[src/sv/fstb_pkg.sv]
// shared types and constants for the flat span texture blender
`default_nettype none

package fstb_pkg;

    localparam int unsigned FUNC_W      = 3;
    localparam int unsigned ADDR_W      = 16;
    localparam int unsigned BYTE_W      = 8;
    localparam int unsigned COORD_W     = 32;
    localparam int unsigned MODE_W      = 3;
    localparam int unsigned SHADE_DEPTH = 256;
    localparam int unsigned BLEND_DEPTH = 65536;
    localparam int unsigned QUEUE_DEPTH = 4;
    localparam int unsigned QPTR_W      = $clog2(QUEUE_DEPTH);
    localparam int unsigned QCNT_W      = $clog2(QUEUE_DEPTH + 1);

    // input function codes
    localparam logic [FUNC_W-1:0] FUNC_SPAN_START  = 3'd0;
    localparam logic [FUNC_W-1:0] FUNC_PIXEL       = 3'd1;
    localparam logic [FUNC_W-1:0] FUNC_TEXEL_WRITE = 3'd2;
    localparam logic [FUNC_W-1:0] FUNC_SHADE_WRITE = 3'd3;
    localparam logic [FUNC_W-1:0] FUNC_BLEND_WRITE = 3'd4;

    // draw modes
    localparam logic [MODE_W-1:0] MODE_MASK_REPLACE  = 3'd0;
    localparam logic [MODE_W-1:0] MODE_MASK_BLEND_SH = 3'd1;
    localparam logic [MODE_W-1:0] MODE_MASK_BLEND_DH = 3'd2;
    localparam logic [MODE_W-1:0] MODE_BLEND_SH      = 3'd3;
    localparam logic [MODE_W-1:0] MODE_BLEND_DH      = 3'd4;
    localparam logic [MODE_W-1:0] MODE_CHECKER       = 3'd5;

    // configuration register indexes
    localparam logic CFG_DRAW_MODE  = 1'b0;
    localparam logic CFG_MASK_COLOR = 1'b1;

    localparam logic [BYTE_W-1:0] CHECKER_DARK  = 8'd96;
    localparam logic [BYTE_W-1:0] CHECKER_LIGHT = 8'd111;

    typedef enum logic [1:0] {
        KIND_PIXEL       = 2'd0,
        KIND_TEXEL_WRITE = 2'd1,
        KIND_SHADE_WRITE = 2'd2,
        KIND_BLEND_WRITE = 2'd3
    } t_kind;

    // one queued work item; addr holds the texel index for pixels
    typedef struct packed {
        t_kind              kind;
        logic [ADDR_W-1:0]  addr;
        logic [BYTE_W-1:0]  data;
        logic               last;
        logic [1:0]         chk;
    } t_item;

    function automatic logic [BYTE_W-1:0] checker_value(input logic [1:0] pos);
        logic [BYTE_W-1:0] val;
        case (pos)
            2'd0:    val = CHECKER_DARK;
            2'd1:    val = CHECKER_LIGHT;
            2'd2:    val = CHECKER_LIGHT;
            2'd3:    val = CHECKER_DARK;
            default: val = CHECKER_DARK;
        endcase
        return val;
    endfunction

endpackage

`default_nettype wire

[src/sv/fstb_queue.sv]
// short work queue between front and back
`default_nettype none

module fstb_queue
    import fstb_pkg::*;
(
    input  wire logic  i_clk,
    input  wire logic  i_rst_n,
    input  wire logic  i_push,
    input  wire t_item i_item,
    input  wire logic  i_pop,
    output      logic  o_full,
    output      logic  o_valid,
    output      t_item o_item
);

    t_item              r_mem [QUEUE_DEPTH];
    logic [QPTR_W-1:0]  r_wp, r_rp;
    logic [QCNT_W-1:0]  r_cnt;

    assign o_full  = (r_cnt == QCNT_W'(QUEUE_DEPTH));
    assign o_valid = (r_cnt != '0);
    assign o_item  = r_mem[r_rp];

    always_ff @(posedge i_clk) begin
        if (i_push) begin
            r_mem[r_wp] <= i_item;
        end
    end

    always_ff @(posedge i_clk) begin
        if (!i_rst_n) begin
            r_wp  <= '0;
            r_rp  <= '0;
            r_cnt <= '0;
        end else begin
            if (i_push) begin
                r_wp <= r_wp + QPTR_W'(1);
            end
            if (i_pop) begin
                r_rp <= r_rp + QPTR_W'(1);
            end
            r_cnt <= r_cnt + QCNT_W'(i_push) - QCNT_W'(i_pop);
        end
    end

    a_cnt_bound: assert property (@(posedge i_clk) disable iff (!i_rst_n)
        r_cnt <= QCNT_W'(QUEUE_DEPTH))
        else $error("queue count past depth");

    a_empty_ptrs: assert property (@(posedge i_clk) disable iff (!i_rst_n)
        (r_cnt == '0) |-> (r_wp == r_rp))
        else $error("queue empty with pointers apart");

    a_no_overflow: assert property (@(posedge i_clk) disable iff (!i_rst_n)
        (i_push && o_full) |-> i_pop)
        else $error("queue push while full");

endmodule

`default_nettype wire

[config.mk]
export PLATFORM = sky130hd
export DESIGN_NAME = fstb_queue
export DESIGN_NICKNAME = d
export VERILOG_FILES = /design/src/sv/fstb_pkg.sv /design/src/sv/fstb_queue.sv
export SDC_FILE = /design/constraint.sdc
export NUM_CORES = 1
export LEC_CHECK = 0
export ABC_AREA = 1
export BUFFER_PORTS_ARGS = -buffer_cell sky130_fd_sc_hd__buf_2
export CAP_MARGIN = 10
export CORE_ASPECT_RATIO = 0.5
export CORE_UTILIZATION = 53
export DETAILED_ROUTE_END_ITERATION = 6
export PLACE_DENSITY = 0.74
export SYNTH_ARGS = -nofsm -noshare
export SYNTH_HDL_FRONTEND = slang
export SYNTH_SLANG_ARGS = --single-unit
[constraint.sdc]
create_clock -name i_clk -period 1.99 [get_ports i_clk]
set_input_delay 0.199 -clock i_clk [delete_from_list [all_inputs] [get_ports i_clk]]
set_output_delay 0.199 -clock i_clk [all_outputs]
set_load 0.03 [all_outputs]
=== Word level (Yosys, flattened, before mapping) ===
Memory sizes are Yosys's and may differ from the RTL's. A register that Yosys moved wholly into a read port is not among the register bits.
Cells that the tools add are included.

* Memories kept: 1
* Word-level logic and storage cells: 14
* RAM bits: 116
* Input bits: 33
* Flip-flop bits (word level): 7
* Output and inout bits: 31

{| class="wikitable"
|+ Memory list
! name !! depth !! bits a word !! read ports !! clocked after Yosys merged registers in !! write ports !! line !! source
|-
| r_mem || 4 || 29 || 1 || 1 || 1 || fstb_queue.sv:17 || <nowiki>t_item r_mem [QUEUE_DEPTH];</nowiki>
|}

* Multiplexer cells: 4
* Reduce and logical (&&, ||, !) cells: 1
* Add/subtract/negate cells: 4
* Eq/ne operators: 1

{| class="wikitable"
|+ Operators with widths
! kind !! number
|-
| 2-bit by 1-bit adder with 2-bit output, second input constant || 2
|-
| 2-bit 2-to-1 mux || 2
|-
| 3-bit by 1-bit adder with 3-bit output || 1
|-
| 3-bit == test, second input constant || 1
|-
| 3-bit nonzero test || 1
|-
| 3-bit by 1-bit subtractor with 3-bit output || 1
|-
| 1-bit 2-to-1 mux || 2
|}

=== Longest topological paths before layout ===
* Depth after elaboration: 3
* Depth in mapped cells: 8
* Depth with buffers taken out: 8

=== Worst setup path before layout ===
Ideal clock, no wire load.

* Path type: register to register
* From: reg r_wp[0]
* To: mem r_mem[2][0] (netlist name) (enable)
* Cell stages (with the launch flop): 5
* Data arrival time: 1.165 ns
* Setup time: 0.384 ns
* Slack: 0.441 ns
* Clock period less this slack: 1.549 ns
* Required time: 1.606 ns
* Buffers on the path: 0
* Cells stage by stage: dfxtp_1 inv_1 ha_1 nand2_1 inv_1

{| class="wikitable"
|+ RTL lines
! element !! line !! source
|-
| from (decl) || fstb_queue.sv:18 || <nowiki>logic [QPTR_W-1:0] r_wp, r_rp;</nowiki>
|-
| from (signal assigned) || fstb_queue.sv:38 || <nowiki>r_wp <= r_wp + QPTR_W'(1);</nowiki>
|-
| to (decl) || fstb_queue.sv:17 ||
|}

No word-level cell before the write port.

==> out/results.tsv <==
stage	metric	value	unit
run_status	status	complete, no violations	
floorplan	std cell rows	24	
route	initial DRC count	183	
sta	maximum clock frequency	535	MHz
synth	most numerous cell in the Yosys netlist	edfxtp_1	
cts	post-CTS setup buffer count	0	
cts	clock-pin slew on the worst setup and hold paths	0.05	ns
cells_and_area	fill count	629	
cts	TritonCTS clock tree	done	
min_path	HP Start	i_item[12]	
cts	CTS buffer count	17	
cts	Clk Latency, worst-skew pair	0.40	ns
route	final WL	8.67	mm
cts	Root Buffer	clkbuf_16	
route	Post-DRT Antenna Nets	0	
sta	Final Setup Violations	0	
place	Post-DP Area	5580	um2
setup_path	CP Data Arrival Time	1.67	ns
power	peak supply drop	0.835	mV
sta	Hold Fails Final Rpt	0	
cells_and_area	n_diodes	0	
synth	Syn Inst Count	393	
place	GP Congestion	0.729	
synth	mapped cell area	5100	um2
sta	Tightest Pin Transition	0.427	ns
sta	Fin Setup TNS	0	ns
min_path	hold path depth	1	
synth	EDFF count, synth	116	
grt	GRT Resource Usage Total	19.0	%
setup_path	required time worst endpoint	1.79	ns
route	# DRC	0	
flow_run	max-cap violation count	0	
power	Power Density	1080	nW/um2
grt	grt ovf	0	
cells_and_area	Reg area	3670	um2
synth	sequential fraction of the synthesis area	71.8	%
floorplan	Die X-Extent	141	um
sta	skew final	0.00462	ns
min_path	Tightest Hold Check Type	in -> reg	
synth	Yosys cell types	17	
synth	FF+latch count, synth	125	
setup_path	critical path class	reg -> out	
setup_path	Critical Path Fanout Max	40	
cts	H-tree levels	4	
grt	first-pass GRT wire length	14.1	mm
power	P_leak	2.51	nW
synth	top cells by area, synth	edfxtp_1 68%, inv_1 5.4%, nand2_1 5.0%	
route	routed length per instance	14.4	um
cells_and_area	post-route cell area	6220	um2
floorplan	Core ar.	9010	um2
sta	minimum clock period	1.87	ns
cells_and_area	Layout Area Growth over Synthesis	21.9	%
power	Clk pwr share	43.3	%
floorplan	Die ar.	10000	um2
setup_path	Worst setup SP type	register	
power	sw frac	23.3	%
setup_path	R2R cell count	7	
sta	slew margin rel.	71.5	%
synth	Yosys top cell area share	68.3	%
sta	unrepaired setup endpoints after global routing	no	
cells_and_area	footprint of the multi-input gates	1030	um2
cells_and_area	layout cells sized above 1	24.6	%
synth	Synth Net Count	433	
synth	Synthesis Warnings	0	
sta	Max Slew Vio Count	0	
synth	commonest cells in the netlist	116 x edfxtp_1, 73 x inv_1, 68 x nand2_1	
power	combinational fraction of design power	11.5	%
grt	vias in the first global route	2957	
sta	crit share post-route	93.9	%
synth	largest area contributor in the synthesized netlist	edfxtp_1	
grt	largest net degree at the start of global routing	77	
setup_path	terminus of the critical flop-to-flop path	r_cnt[2]$_SDFF_PN0_	
cts	CTS max path bufs	2	
setup_path	r2r setup slk	0.44	ns
route	first-pass iteration count of the detailed router	4	
floorplan	initial core utilization	56.6	%
synth	ys async rst share	0	%
setup_path	reg-to-reg critical path startpoint	r_cnt[0]$_SDFF_PN0_	
route	vias per cell	5.04	
floorplan	# IOs	64	
grt	initial antenna violation count	0	
power	Pint	5.17	mW
cts	Sink Count	125	
cells_and_area	Final #Nets	514	
setup_path	critical path endpoint category	output port	
route	DR vias	3032	
min_path	Hold Path End	r_mem[3][12]$_DFFE_PP_	
floorplan	die height	71.4	um
place	HPWL Detailed	4.85	mm
synth	main flop type after synthesis	edfxtp_1	
power	Tot Pwr	6.74	mW
power	Flop pwr share	45.1	%
synth	Syn Area/Cell	13.0	um2
power	Net Switching	1.57	mW
place	number of buffers added on ports	63	
==> layer usage <==
layer  share of wire (%)  global-route usage [%]  vias up
met5                   0                       0        -
met4                 1.5                    9.18        0
met3                 4.9                    4.88       13
met2                  50                    32.0       76
met1                  43                    23.3     1428
li1                    -                       -     1515
==> power by group through the flow <==
stage | registers [mW] | logic [mW] | clock network [mW]
after floorplan | 3.09 | 0.536 | 0
after global placement | 3.09 | 0.757 | 0
after detailed placement | 3.10 | 0.767 | 0
after CTS | 3.04 | 0.786 | 2.96
after global routing | 3.05 | 0.856 | 3.06
final | 3.04 | 0.776 | 2.92
==> worst max-delay path by stage <==
stage | start | end | slack (ns) | depth (start not counted)
after CTS | register | o_item[22] | 0.08 | 5
after detailed placement | r_cnt[0]$_SDFF_PN0_ | r_cnt[2]$_SDFF_PN0_ | 0.44 | 7
after floorplan | r_wp[0]$_SDFFE_PN0P_ | r_mem[2][0]$_DFFE_PP_ | 0.44 | 4
after global routing | register | o_item[22] | 0.02 | 5
final | register | o_item[22] | 0.12 | 5
after global placement | r_cnt[0]$_SDFF_PN0_ | r_cnt[2]$_SDFF_PN0_ | 0.49 | 7
==> stage by stage <==
stage	worst slack [ns]	util, %	hold WS (ns)	std cells
6_report	0.121	69.0	0.0128	601
5_1_grt	0.0162	69.0	0.00244	601
4_1_cts	0.0841	69.0	0.000188	601
3_5_place_dp	0.440	61.9	0.414	564
3_3_place_gp	0.494	61.9	0.413	564
2_1_floorplan	0.441	-	0.291	393
==> sequential cells by signal, indices dropped and copies added (netlist names), named ones only <==
name,count
r_mem,116
r_cnt,3
r_rp,2
r_wp,2
==> cell type report <==
cell class / count / share of cell area [%]
Tap cell: 117 / 2.35
Timing Repair Buffer: 81 / 8.77
Clock inverter: 10 / 2.01
Inverter: 73 / 4.41
Multi-Input combinational cell: 176 / 16.5
Clock buffer: 19 / 6.96
Sequential cell: 125 / 59.0
==> cell usage in the layout, fill, tap and decap left out <==
cell           synthesis  layout
fa_1                   1       1
bufinv_16              0       3
buf_2                  5      63
o211ai_2              20      20
o211ai_1               9       9
a21oi_1               35      35
clkinv_4               0       1
dlygate4sd3_1          0       8
nor2_1                 2       2
clkinv_2               0       3
clkbuf_1               3       2
dfxtp_2                0       1
o21ai_0               33      33
clkinv_1               0       3
clkbuf_16              0      17
buf_12                 0       6
edfxtp_1             116     116
ha_1                   6       6
nand3_1                2       2
inv_1                 73      73
dfxtp_1                9       7
dfxtp_4                0       1
nand2_1               68      68
buf_4                  2       4
==> critical path, stage by stage (launching register included) <==
cell and delay (ns):
dfxtp_4 0.35, buf_4 0.38, nand2_1 0.15, o211ai_2 0.10, nand2_1 0.09, buf_2 0.19
==> cells by family after synthesis <==
| group | after synthesis | share of synthesized area, % |
|---|---|---|
| and+or+nand+nor | 72 | 5.35 |
| adders and majority gates | 7 | 1.86 |
| AOI/OAI and AO/OA | 97 | 12.9 |
| buffers and inverters | 92 | 8.07 |
| DFF | 125 | 71.8 |
==> timing repair <==
item	4_1_cts	5_1_grt
gates resized for setup	0	0
hold buffers	8	0
hold endpoints to repair	22	0
(Power assumes the default switching activity.)
