`config.mk`:
```
export PLATFORM = sky130hd
export DESIGN_NAME = fstb_front
export DESIGN_NICKNAME = d
export VERILOG_FILES = /design/src/sv/fstb_pkg.sv /design/src/sv/fstb_front.sv
export SDC_FILE = /design/constraint.sdc
export NUM_CORES = 1
export LEC_CHECK = 0
export BUFFER_PORTS_ARGS = -buffer_cell sky130_fd_sc_hd__buf_2
export CAP_MARGIN = 10
export CORE_AREA = 3 3 81 159
export CTS_BUF_LIST = sky130_fd_sc_hd__clkbuf_4 sky130_fd_sc_hd__clkbuf_8
export CTS_CLUSTER_SIZE = 12
export DETAILED_ROUTE_END_ITERATION = 16
export DIE_AREA = 0 0 84 162
export PLACE_DENSITY = 0.89
export SKIP_CTS_REPAIR_TIMING = 1
export SLEW_MARGIN = 10
export SYNTH_ARGS = -nofsm -noshare
export SYNTH_HDL_FRONTEND = slang
export SYNTH_SLANG_ARGS = --single-unit
```
`constraint.sdc`:
```
create_clock -name i_clk -period 2.4 [get_ports i_clk]
set_input_delay 0.24 -clock i_clk [delete_from_list [all_inputs] [get_ports i_clk]]
set_output_delay 0.24 -clock i_clk [all_outputs]
set_load 0.005 [all_outputs]
```
`src/sv/fstb_pkg.sv`:
```
// shared types and constants for the flat span texture blender
`default_nettype none

package fstb_pkg;

    localparam int unsigned FUNC_W      = 3;
    localparam int unsigned ADDR_W      = 16;
    localparam int unsigned BYTE_W      = 8;
    localparam int unsigned COORD_W     = 32;
    localparam int unsigned MODE_W      = 3;
    localparam int unsigned SHADE_DEPTH = 256;
    localparam int unsigned BLEND_DEPTH = 65536;
    localparam int unsigned QUEUE_DEPTH = 4;
    localparam int unsigned QPTR_W      = $clog2(QUEUE_DEPTH);
    localparam int unsigned QCNT_W      = $clog2(QUEUE_DEPTH + 1);

    // input function codes
    localparam logic [FUNC_W-1:0] FUNC_SPAN_START  = 3'd0;
    localparam logic [FUNC_W-1:0] FUNC_PIXEL       = 3'd1;
    localparam logic [FUNC_W-1:0] FUNC_TEXEL_WRITE = 3'd2;
    localparam logic [FUNC_W-1:0] FUNC_SHADE_WRITE = 3'd3;
    localparam logic [FUNC_W-1:0] FUNC_BLEND_WRITE = 3'd4;

    // draw modes
    localparam logic [MODE_W-1:0] MODE_MASK_REPLACE  = 3'd0;
    localparam logic [MODE_W-1:0] MODE_MASK_BLEND_SH = 3'd1;
    localparam logic [MODE_W-1:0] MODE_MASK_BLEND_DH = 3'd2;
    localparam logic [MODE_W-1:0] MODE_BLEND_SH      = 3'd3;
    localparam logic [MODE_W-1:0] MODE_BLEND_DH      = 3'd4;
    localparam logic [MODE_W-1:0] MODE_CHECKER       = 3'd5;

    // configuration register indexes
    localparam logic CFG_DRAW_MODE  = 1'b0;
    localparam logic CFG_MASK_COLOR = 1'b1;

    localparam logic [BYTE_W-1:0] CHECKER_DARK  = 8'd96;
    localparam logic [BYTE_W-1:0] CHECKER_LIGHT = 8'd111;

    typedef enum logic [1:0] {
        KIND_PIXEL       = 2'd0,
        KIND_TEXEL_WRITE = 2'd1,
        KIND_SHADE_WRITE = 2'd2,
        KIND_BLEND_WRITE = 2'd3
    } t_kind;

    // one queued work item; addr holds the texel index for pixels
    typedef struct packed {
        t_kind              kind;
        logic [ADDR_W-1:0]  addr;
        logic [BYTE_W-1:0]  data;
        logic               last;
        logic [1:0]         chk;
    } t_item;

    function automatic logic [BYTE_W-1:0] checker_value(input logic [1:0] pos);
        logic [BYTE_W-1:0] val;
        case (pos)
            2'd0:    val = CHECKER_DARK;
            2'd1:    val = CHECKER_LIGHT;
            2'd2:    val = CHECKER_LIGHT;
            2'd3:    val = CHECKER_DARK;
            default: val = CHECKER_DARK;
        endcase
        return val;
    endfunction

endpackage

`default_nettype wire

```
`src/sv/fstb_front.sv`:
```
// front end: takes input beats, keeps the u/v accumulators, queues work
`default_nettype none

module fstb_front
    import fstb_pkg::*;
#(
    parameter int unsigned TEX_SIDE_BITS = 6,
    parameter int unsigned FRAC_BITS     = 16
) (
    input  wire logic               i_clk,
    input  wire logic               i_rst_n,
    input  wire logic               i_in_valid,
    input  wire logic [FUNC_W-1:0]  i_func,
    input  wire logic [ADDR_W-1:0]  i_table_addr,
    input  wire logic [BYTE_W-1:0]  i_table_data,
    input  wire logic [COORD_W-1:0] i_u_start,
    input  wire logic [COORD_W-1:0] i_v_start,
    input  wire logic [COORD_W-1:0] i_u_step,
    input  wire logic [COORD_W-1:0] i_v_step,
    input  wire logic [BYTE_W-1:0]  i_old_pixel,
    input  wire logic               i_span_last,
    input  wire logic               i_full,
    output      logic               o_push,
    output      t_item              o_item
);

    localparam int unsigned TIDX_W = 2 * TEX_SIDE_BITS;

    logic [COORD_W-1:0] r_u_acc, r_v_acc, r_u_inc, r_v_inc;
    logic [COORD_W-1:0] n_u_acc, n_v_acc, n_u_inc, n_v_inc;
    logic               accept;
    logic [TIDX_W-1:0]  texel_idx;

    assign accept    = i_in_valid && !i_full;
    assign texel_idx = {r_v_acc[FRAC_BITS +: TEX_SIDE_BITS],
                        r_u_acc[FRAC_BITS +: TEX_SIDE_BITS]};

    always_comb begin
        n_u_acc     = r_u_acc;
        n_v_acc     = r_v_acc;
        n_u_inc     = r_u_inc;
        n_v_inc     = r_v_inc;
        o_push      = 1'b0;
        o_item.kind = KIND_PIXEL;
        o_item.addr = i_table_addr;
        o_item.data = i_table_data;
        o_item.last = i_span_last;
        o_item.chk  = {r_u_acc[FRAC_BITS + 2], r_v_acc[FRAC_BITS + 3]};
        if (accept) begin
            case (i_func)
                FUNC_SPAN_START: begin
                    n_u_acc = i_u_start;
                    n_v_acc = i_v_start;
                    n_u_inc = i_u_step;
                    n_v_inc = i_v_step;
                end
                FUNC_PIXEL: begin
                    o_push      = 1'b1;
                    o_item.kind = KIND_PIXEL;
                    o_item.addr = ADDR_W'(texel_idx);
                    o_item.data = i_old_pixel;
                    n_u_acc     = r_u_acc + r_u_inc;
                    n_v_acc     = r_v_acc + r_v_inc;
                end
                FUNC_TEXEL_WRITE: begin
                    o_push      = 1'b1;
                    o_item.kind = KIND_TEXEL_WRITE;
                end
                FUNC_SHADE_WRITE: begin
                    o_push      = 1'b1;
                    o_item.kind = KIND_SHADE_WRITE;
                end
                FUNC_BLEND_WRITE: begin
                    o_push      = 1'b1;
                    o_item.kind = KIND_BLEND_WRITE;
                end
                default: begin
                    // unused codes are dropped
                end
            endcase
        end
    end

    always_ff @(posedge i_clk) begin
        if (!i_rst_n) begin
            r_u_acc <= '0;
            r_v_acc <= '0;
            r_u_inc <= '0;
            r_v_inc <= '0;
        end else begin
            r_u_acc <= n_u_acc;
            r_v_acc <= n_v_acc;
            r_u_inc <= n_u_inc;
            r_v_inc <= n_v_inc;
        end
    end

endmodule

`default_nettype wire

```
Word-level counts from Yosys, hierarchy flattened
Index checks and enable logic that the tools add are counted.
- register bits after elaboration: 128
- bits of input ports: 168
- output and inout port bits: 30
- word-level logic and storage cells: 24
- add/sub/neg operators: 2
- equal/unequal tests: 4
- mux-type cells: 7
- reduce and logical (&&, ||, !) cells: 7
- operators by type and width (operator ; number):
    one-hot mux 32 bit (2 select lines) ; 2
    adder 32 bit ; 2
    2-to-1 mux 26 bit ; 1
    2-to-1 mux 24 bit ; 1
    equality test 3 x 2 -> 1 bit, second input constant ; 2
    one-hot mux 2 bit (3 select lines) ; 1
    AND reduction 2 bit ; 2
    OR reduction 4 bit ; 1
    equality test 3 x 1 -> 1 bit, second input constant ; 1
    equality test 3 bit, second input constant ; 1
    zero test 3 bit ; 1
    2-to-1 mux 1 bit ; 2
    nonzero test 2 bit ; 1
    logical AND 1 bit ; 1
    zero test 1 bit ; 1

Longest topological paths before layout
Gate-level depths: netlist of run 1.
- depth in word-level cells: 4
- mapped depth: 10
- depth with buffers taken out: 10

Worst setup path before layout of run 1
OpenSTA, ideal clock, no wires.
- path type: reg2reg
- start point: register r_v_acc[0]
- end point: register r_v_acc[20]
- library setup time: 86 ps
- arrival time: 2095 ps
- data required time: 2314 ps
- slack: 219 ps
- cell stages (with the launch flop): 11
- buffers on the path: 0
- clock period less this slack: 2181 ps
- path through: dfxtp_1 -> ha_1 -> inv_1 -> fa_1 -> and2b_1 -> o211ai_2 -> a2111oi_4 -> nor3_2 -> o221ai_2 -> xnor2_1 -> a221oi_2
- cells in the longest elaborated chain, start to end: 2
- ends and longest elaborated chain (item ; RTL line ; RTL):
    from (decl) ; fstb_front.sv:29 ; logic [COORD_W-1:0] r_u_acc, r_v_acc, r_u_inc, r_v_inc;
    from (signal assigned) ; fstb_front.sv:92 ; r_v_acc <= n_v_acc;
    adder 32 bit ; fstb_front.sv:63 ; n_v_acc = r_v_acc + r_v_inc;
    one-hot mux 32 bit (2 select lines) ; fstb_front.sv:50 ; case (i_func)
Every way passes these cells.
A chain may end at the register's enable or synchronous reset.

Final worst setup path of run 1
- start point: register r_v_inc[0]
- end point: register r_v_acc[20]
- cells in the longest elaborated chain, start to end: 2
- ends and longest elaborated chain (item ; RTL line ; RTL):
    from (decl) ; fstb_front.sv:29 ;
    from (signal assigned) ; fstb_front.sv:94 ; r_v_inc <= n_v_inc;
    adder 32 bit ; fstb_front.sv:63 ;
    one-hot mux 32 bit (2 select lines) ; fstb_front.sv:50 ;
Every way passes these cells.

==> impl_metrics.py, run 1 <==
metrics = {
    "logic_synthesis": {
        "ys.flop_type": "dfxtp_1",
        "synthDistinctLibCells": 74,
        "netlist_area_um2": 6190,
        "yosysWarningCount": 0,
        "syn_inst": 799,
        "seq_area_frac_synth": 0.285,
        "synth.top_cell.area_share": 0.285,
        "synth_area_leaders": "dfxtp_1 28%, a21oi_1 9.1%, nand2_1 8.6%",
        "synth-edff-count": 0,
        "avgSynthCellArea_um2": 7.75,
        "synth_fp_nets": 1011,
        "async_flop_share": 0,
        "synth-seq-cells": 88,
        "yosysTopAreaCell": "dfxtp_1",
    },
    "worst_hold_path": {
        "hold_start": "i_u_step[7]",
        "min_path_type": "primary input to flip-flop",
        "min_path_cells": 3,
        "holdPathEnd": "r_u_inc[7]",
    },
    "cells_and_area": {
        "syn2layout_area_growth_pct": 20.4,
        "layout-drive-gt1-share": 0.279,
        "final_core_util": 0.629,
        "multiInputGateArea_um2": 4210,
        "num-fill-cells": 1057,
        "postLayoutCellArea_um2": 7450,
        "diodes": 0,
        "seq_area_um2": 1770,
        "nets": 1153,
    },
    "worst_setup_path": {
        "r2r_end": "r_v_acc[20]",
        "reg2reg_depth": 11,
        "crit_type": "flip-flop to flip-flop",
        "cp.required_ps": 2700,
        "start_kind": "flip-flop",
        "cp_slowest_cell": "dfxtp_2",
        "rrSetupSlack_ps": -60,
        "end_kind": "flip-flop",
        "max_stage_delay_ps": 370,
        "r2r-start": "r_v_inc[0]",
        "cp.arrival_ps": 2760,
        "cp_cell_sequence": "ha_4, inv_2, fa_2, and2b_1, o211ai_2, a2111oi_4, buf_4, nor3_4, o221ai_2, xnor2_1, a221oi_2",
        "cp_max_fo": 5,
    },
    "sta": {
        "setup_ws_ps": -55.3,
        "fin_crit_ps": 2460,
        "tightest_slew_ps": 491,
        "hold_violations": 0,
        "fmax_mhz": 407,
        "drv_slew": 0,
        "finalClockSkew_ps": 12.5,
        "finalSetupViolCount": 2,
        "slew_headroom": 0.673,
        "finalCritPeriodShare": 1.02,
        "finalSetupTns_ps": -83.3,
        "rsz0062_at_grt": "yes",
    },
    "route": {
        "drc": 0,
        "vias": 6566,
        "drt_wl_total_um": 19600,
        "ant_nets": 0,
        "dr.pass1.iters": 4,
        "drtIter0Drc": 344,
        "drt-vias-per-instance": 6.02,
        "wl_per_cell_um": 18.0,
    },
    "clock_tree": {
        "path_clk_slew_ps": 100,
        "cts_made_buffers": 9,
        "cts_tree": "built",
        "htreeDepth": 3,
        "cts_buffer_depth": 2,
        "clk_latency_ps": 380,
        "numClockSinks": 88,
        "clock-root-buffer": "clkbuf_8",
    },
    "global_routing": {
        "grt_overflow": 0,
        "grt_pass1_vias": 6562,
        "grt_usage": 0.279,
        "grt_max_degree": 47,
        "antenna_found_initial": 0,
        "grt_pass1_wl_um": 30500,
    },
    "floorplan": {
        "initial_core_util": 0.523,
        "core_um2": 11800,
        "num_rows": 56,
        "die_h_um": 162,
        "dieArea_um2": 13600,
        "ioPinCount": 198,
        "die_width_um": 84,
    },
    "placement": {
        "place.port_buffers": 155,
        "hpwl_um": 14800,
        "place_area_um2": 7150,
        "place_congestion": 0.975,
    },
    "power": {
        "cellPowerDensity_nw_per_um2": 411,
        "peakVddDrop_mv": 0.283,
        "p_leak_nw": 3.22,
    },
    "run_status": {
        "violations": "negative setup slack",
        "outcome": "complete, but fails checks",
    },
    "job": {
        "maxCapViolCount": 0,
    },
}
metal layers:
metal | GRT usage | routed length (µm)
met1 | 0.287 | 6730
met5 | 0 | 0
met4 | 0.182 | 1070
met2 | 0.521 | 10800
met3 | 0.0305 | 1000
layout make-up:
type / instances / share of cell area
Sequential cell: 88 / 0.237
Clock buffer: 9 / 0.0166
Timing Repair Buffer: 185 / 0.138
Multi-Input combinational cell: 640 / 0.565
Clock inverter: 7 / 0.0104
Inverter: 17 / 0.00856
Tap cell: 145 / 0.0243
critical path: cells and delay by family (launching register included):
family	cells	cell delay (ps)
compound gates	4	880
xor+xnor	1	110
fa+ha+maj	2	490
buf+inv	2	240
flops	1	370
simple gates	2	300
synthesized netlist by cell type (3+ instances only):
library cell,instances
a21o_1,16
a21oi_1,113
nor3_1,13
nor2b_1,10
a221oi_1,4
dfxtp_1,88
clkbuf_1,32
o21a_1,4
inv_1,15
nor4_1,4
a2111oi_2,3
a31oi_1,9
and3_1,6
buf_4,3
buf_1,3
xnor2_1,23
and2_1,6
or3_1,7
nand2b_1,3
nor3b_1,3
and2b_1,3
o21ai_0,41
nand3_1,10
xor2_1,8
nor2_1,45
a311oi_1,4
a211oi_1,10
and4_1,3
o211ai_1,5
mux2i_1,12
nand2_1,142
buf_2,13
a211o_1,3
nand4_1,8
ha_1,42
o221ai_1,8
a2111o_1,3
mux2_2,21
o21ai_1,8
registers in the layout (all words and copies together), names as in the netlist:
signal	count
r_u_acc	22
r_u_inc	22
r_v_acc	22
r_v_inc	22
power by group:
group / internal, W / leakage (nW) / switching, W / total (W)
Combinational: 0.000208 / 2.41 / 0.000245 / 0.000454
Clock: 0.000492 / 0.101 / 0.000601 / 0.00109
Sequential: 0.00149 / 0.714 / 0.0000228 / 0.00151
cells in the final DEF (no fill, tap or decap), types with 10 or more instances in the layout:
cell / n
a211oi_1: 10
nor3_1: 12
ha_1: 40
dfxtp_1: 84
buf_2: 155
mux2i_1: 12
a21oi_1: 111
nor2_1: 45
xnor2_1: 22
mux2_2: 21
inv_1: 13
o21ai_0: 40
nand3_1: 10
buf_4: 28
a21o_1: 16
nor2b_1: 10
nand2_1: 141
metrics by stage:
stage | hold slack [ps] | total power (W) | setup slack [ps] | cells
4_1_cts | 79.9 | 0.00306 | -104 | 1089
6_report | 80.6 | 0.00306 | -55.3 | 1091
3_3_place_gp | 430 | 0.00198 | 24.0 | 1073
5_1_grt | 92.0 | 0.00316 | -200 | 1091
3_5_place_dp | 443 | 0.00199 | -83.3 | 1073
2_1_floorplan | 376 | 0.00178 | 219 | 799
kinds of logic (layout without fill, tap and decap cells):
family                     after synthesis  count (layout)  share of synthesized area
adders and majority gates               44              44                     0.0913
AOI/OAI and AO/OA                      258             258                      0.270
xor gates and xnor gates                31              31                     0.0439
buffers and inverters                   71             218                     0.0501
muxes                                   33              33                     0.0576
DFF                                     88              88                      0.285
and+or+nand+nor                        274             274                      0.202
how the worst max path moves through the flow:
stage                       end  depth (start not counted)  startpoint
floorplan           r_v_acc[20]                         10  r_v_acc[0]
global placement    r_v_acc[20]                         10  r_v_acc[0]
detailed placement  r_v_acc[20]                         10  r_v_inc[0]
CTS                 r_v_acc[20]                         10  r_v_inc[0]
global route        r_v_acc[20]                         11  r_v_inc[0]
finish              r_v_acc[20]                         11  r_v_inc[0]
No activity file was read; power rests on OpenSTA's default activity.
==> run 2: changes to the inputs <==
--- a/config.mk
+++ b/config.mk
@@ -5,14 +5,15 @@
 export SDC_FILE = /design/constraint.sdc
 export NUM_CORES = 1
 export LEC_CHECK = 0
+export ABC_AREA = 1
 export BUFFER_PORTS_ARGS = -buffer_cell sky130_fd_sc_hd__buf_2
 export CAP_MARGIN = 10
-export CORE_AREA = 3 3 81 159
+export CORE_AREA = 3 3 84 165
 export CTS_BUF_LIST = sky130_fd_sc_hd__clkbuf_4 sky130_fd_sc_hd__clkbuf_8
 export CTS_CLUSTER_SIZE = 12
 export DETAILED_ROUTE_END_ITERATION = 16
-export DIE_AREA = 0 0 84 162
-export PLACE_DENSITY = 0.89
+export DIE_AREA = 0 0 87 168
+export PLACE_DENSITY = 0.9
 export SKIP_CTS_REPAIR_TIMING = 1
 export SLEW_MARGIN = 10
 export SYNTH_ARGS = -nofsm -noshare
==> impl_metrics.py, run 2 <==
metrics = {
    "route": {
        "wl_per_cell_um": 14.7,
        "ant_nets": 0,
        "drt-vias-per-instance": 5.27,
        "dr.pass1.iters": 5,
        "vias": 7646,
        "drt_wl_total_um": 21400,
        "drtIter0Drc": 377,
        "drc": 0,
    },
    "sta": {
        "tightest_slew_ps": 901,
        "finalSetupTns_ps": 0,
        "slew_headroom": 0.398,
        "finalCritPeriodShare": 0.925,
        "finalClockSkew_ps": 15.0,
        "fmax_mhz": 450,
        "rsz0062_at_grt": "no",
        "finalSetupViolCount": 0,
        "hold_violations": 0,
        "drv_slew": 0,
        "fin_crit_ps": 2220,
    },
    "clock_tree": {
        "cts_made_buffers": 9,
        "clk_latency_ps": 370,
        "htreeDepth": 3,
        "cts_buffer_depth": 2,
        "cts_tree": "built",
        "numClockSinks": 88,
        "clock-root-buffer": "clkbuf_8",
        "path_clk_slew_ps": 100,
    },
    "logic_synthesis": {
        "async_flop_share": 0,
        "yosysWarningCount": 0,
        "ys.flop_type": "dfxtp_1",
        "syn_inst": 1161,
        "yosys-top-cells-count": "358 x nand2_1, 192 x nor2_1, 153 x inv_1",
        "synth_area_leaders": "dfxtp_1 26%, nand2_1 20%, nor2_1 10%",
        "seq_area_frac_synth": 0.256,
        "synth-seq-cells": 88,
        "avgSynthCellArea_um2": 5.92,
        "synth.most_common_cell": "nand2_1",
        "synth_fp_nets": 1373,
        "yosysTopAreaCell": "dfxtp_1",
        "synth.top_cell.area_share": 0.256,
        "netlist_area_um2": 6870,
        "synthDistinctLibCells": 43,
        "synth-edff-count": 0,
    },
    "power": {
        "p_leak_nw": 4.31,
        "peakVddDrop_mv": 0.284,
        "seqPwrFrac": 0.503,
        "swShare": 0.281,
        "clockPowerShare": 0.352,
        "cellPowerDensity_nw_per_um2": 384,
        "internal_power_w": 0.00218,
        "power_frac_comb": 0.145,
        "netSwitchingPower_w": 0.000849,
    },
    "worst_setup_path": {
        "r2r_end": "r_v_acc[16]",
        "crit_type": "flip-flop to flip-flop",
        "cp_common_cell": "nand2_1",
        "cp_cell_sequence": "ha_1, inv_1, fa_1, inv_1, nand3_1, nand3_1, nand2_1, nand2_1, nand2_1, nand3_1, nand2_1, o21ai_1, a21oi_1",
        "cp.depth": 13,
        "start_kind": "flip-flop",
        "cp_slowest_cell": "fa_1",
        "crit_family": "simple AND/OR/NAND/NOR gates",
        "end_kind": "flip-flop",
        "crit_end": "r_v_acc[16]",
        "crit_buf_inv": 2,
        "reg2reg_depth": 13,
        "startpoint": "r_v_acc[0]",
        "cp_max_fo": 4,
        "cp.arrival_ps": 2460,
        "r2r-start": "r_v_acc[0]",
        "cp.required_ps": 2640,
        "rrSetupSlack_ps": 180,
        "max_stage_delay_ps": 390,
    },
    "cells_and_area": {
        "syn2layout_area_growth_pct": 14.5,
        "final_cell_mix": "358 x nand2_1, 192 x nor2_1, 155 x buf_2",
        "nets": 1508,
        "instances_no_fill": 1450,
        "layout-drive-gt1-share": 0.182,
        "diodes": 0,
        "final_core_util": 0.620,
        "final_common_cell": "nand2_1",
    },
    "placement": {
        "place_congestion": 0.964,
        "hpwl_um": 16600,
        "placedCellCount": 1435,
        "place.port_buffers": 155,
    },
    "floorplan": {
        "core_um2": 12700,
        "die_h_um": 168,
        "num_rows": 58,
        "ioPinCount": 198,
        "die_width_um": 87,
        "dieArea_um2": 14600,
        "initial_core_util": 0.541,
    },
    "global_routing": {
        "grt_pass1_wl_um": 34200,
        "grtUsageMet1": 0.267,
        "grt_pass1_vias": 7771,
        "grt_max_degree": 62,
        "antenna_found_initial": 0,
        "grt_overflow": 0,
        "use_met3": 0.0357,
        "grt_usage": 0.293,
        "grt-busiest-layer": "met2",
        "gr-usage-met2": 0.576,
    },
    "job": {
        "maxCapViolCount": 0,
    },
    "worst_hold_path": {
        "min_path_type": "primary input to flip-flop",
    },
    "run_status": {
        "outcome": "finished, final reports clean",
    },
}
## run 2: cell count changes in the layout (fill, tap and decap cells not counted), moves of 10 or more
cell / change
mux2i_1: -12
a21oi_1: -57
nand3_1: +53
xnor2_1: -20
a211oi_1: -10
nand2_2: +14
mux2_2: -21
nor2_1: +147
nand2_1: +217
nor2b_1: -10
buf_4: -18
a21o_1: -15
o21ai_0: +14
inv_1: +140
## run 2: area by class of cell
cell class	instances	area, µm²
clock inverter	5	58.8
tap	150	188
fill	1276	4830
clock buffer	10	131
inverter	160	601
timing repair buffer	165	851
sequential	88	1760
multi-input combinational	872	4280
## run 2: through the flow
step | setup WS [ps] | total power, W | area, µm² | hold slack [ps]
finish | 179 | 0.00303 | 7870 | 85.8
CTS | 201 | 0.00305 | 7870 | 75.5
floorplan | 596 | 0.00180 | 6870 | 375
detailed placement | 227 | 0.00199 | 7680 | 463
global placement | 252 | 0.00198 | 7680 | 456
global route | 58.6 | 0.00316 | 7870 | 82.9
## run 2: cell families after synthesis
logic type,Yosys count,share of synthesized area
AOI/OAI and AO/OA,151,0.128
xor gates and xnor gates,5,0.00637
adders and majority gates,44,0.0823
buffers and inverters,201,0.121
DFF,88,0.256
and+or+nand+nor,672,0.406
## run 2: worst min path at each step
stage | start | end | cells after the start
2_1_floorplan | i_u_step[21] | r_u_inc[21] | 2
6_report | i_u_step[17] | r_u_inc[17] | 3
3_5_place_dp | r_v_acc[13] | r_v_acc[13] | 2
4_1_cts | i_v_step[18] | r_v_inc[18] | 3
5_1_grt | i_v_step[18] | r_v_inc[18] | 3
3_3_place_gp | r_u_acc[11] | r_u_acc[11] | 2
## run 2: routing by layer
metal  vias to the layer above  routed length, µm
met2                       229              12100
met1                      3432               7290
met3                        87                689
met5                         -                  0
li1                       3898                  -
met4                         0               1310
## run 2: power groups by stage
stage               Sequential, W  Combinational, W  Clock [W]
floorplan                 0.00155          0.000249          0
global placement          0.00155          0.000426          0
detailed placement        0.00156          0.000436          0
CTS                       0.00152          0.000439    0.00109
global route              0.00153          0.000492    0.00114
finish                    0.00152          0.000438    0.00106
## run 2: worst reg2reg max path, delay by kind of cell (launching register included)
kind	cells	cell delay, ps
buf+inv	2	160
fa+ha+maj	2	620
compound gates	2	230
flops	1	340
simple gates	7	730
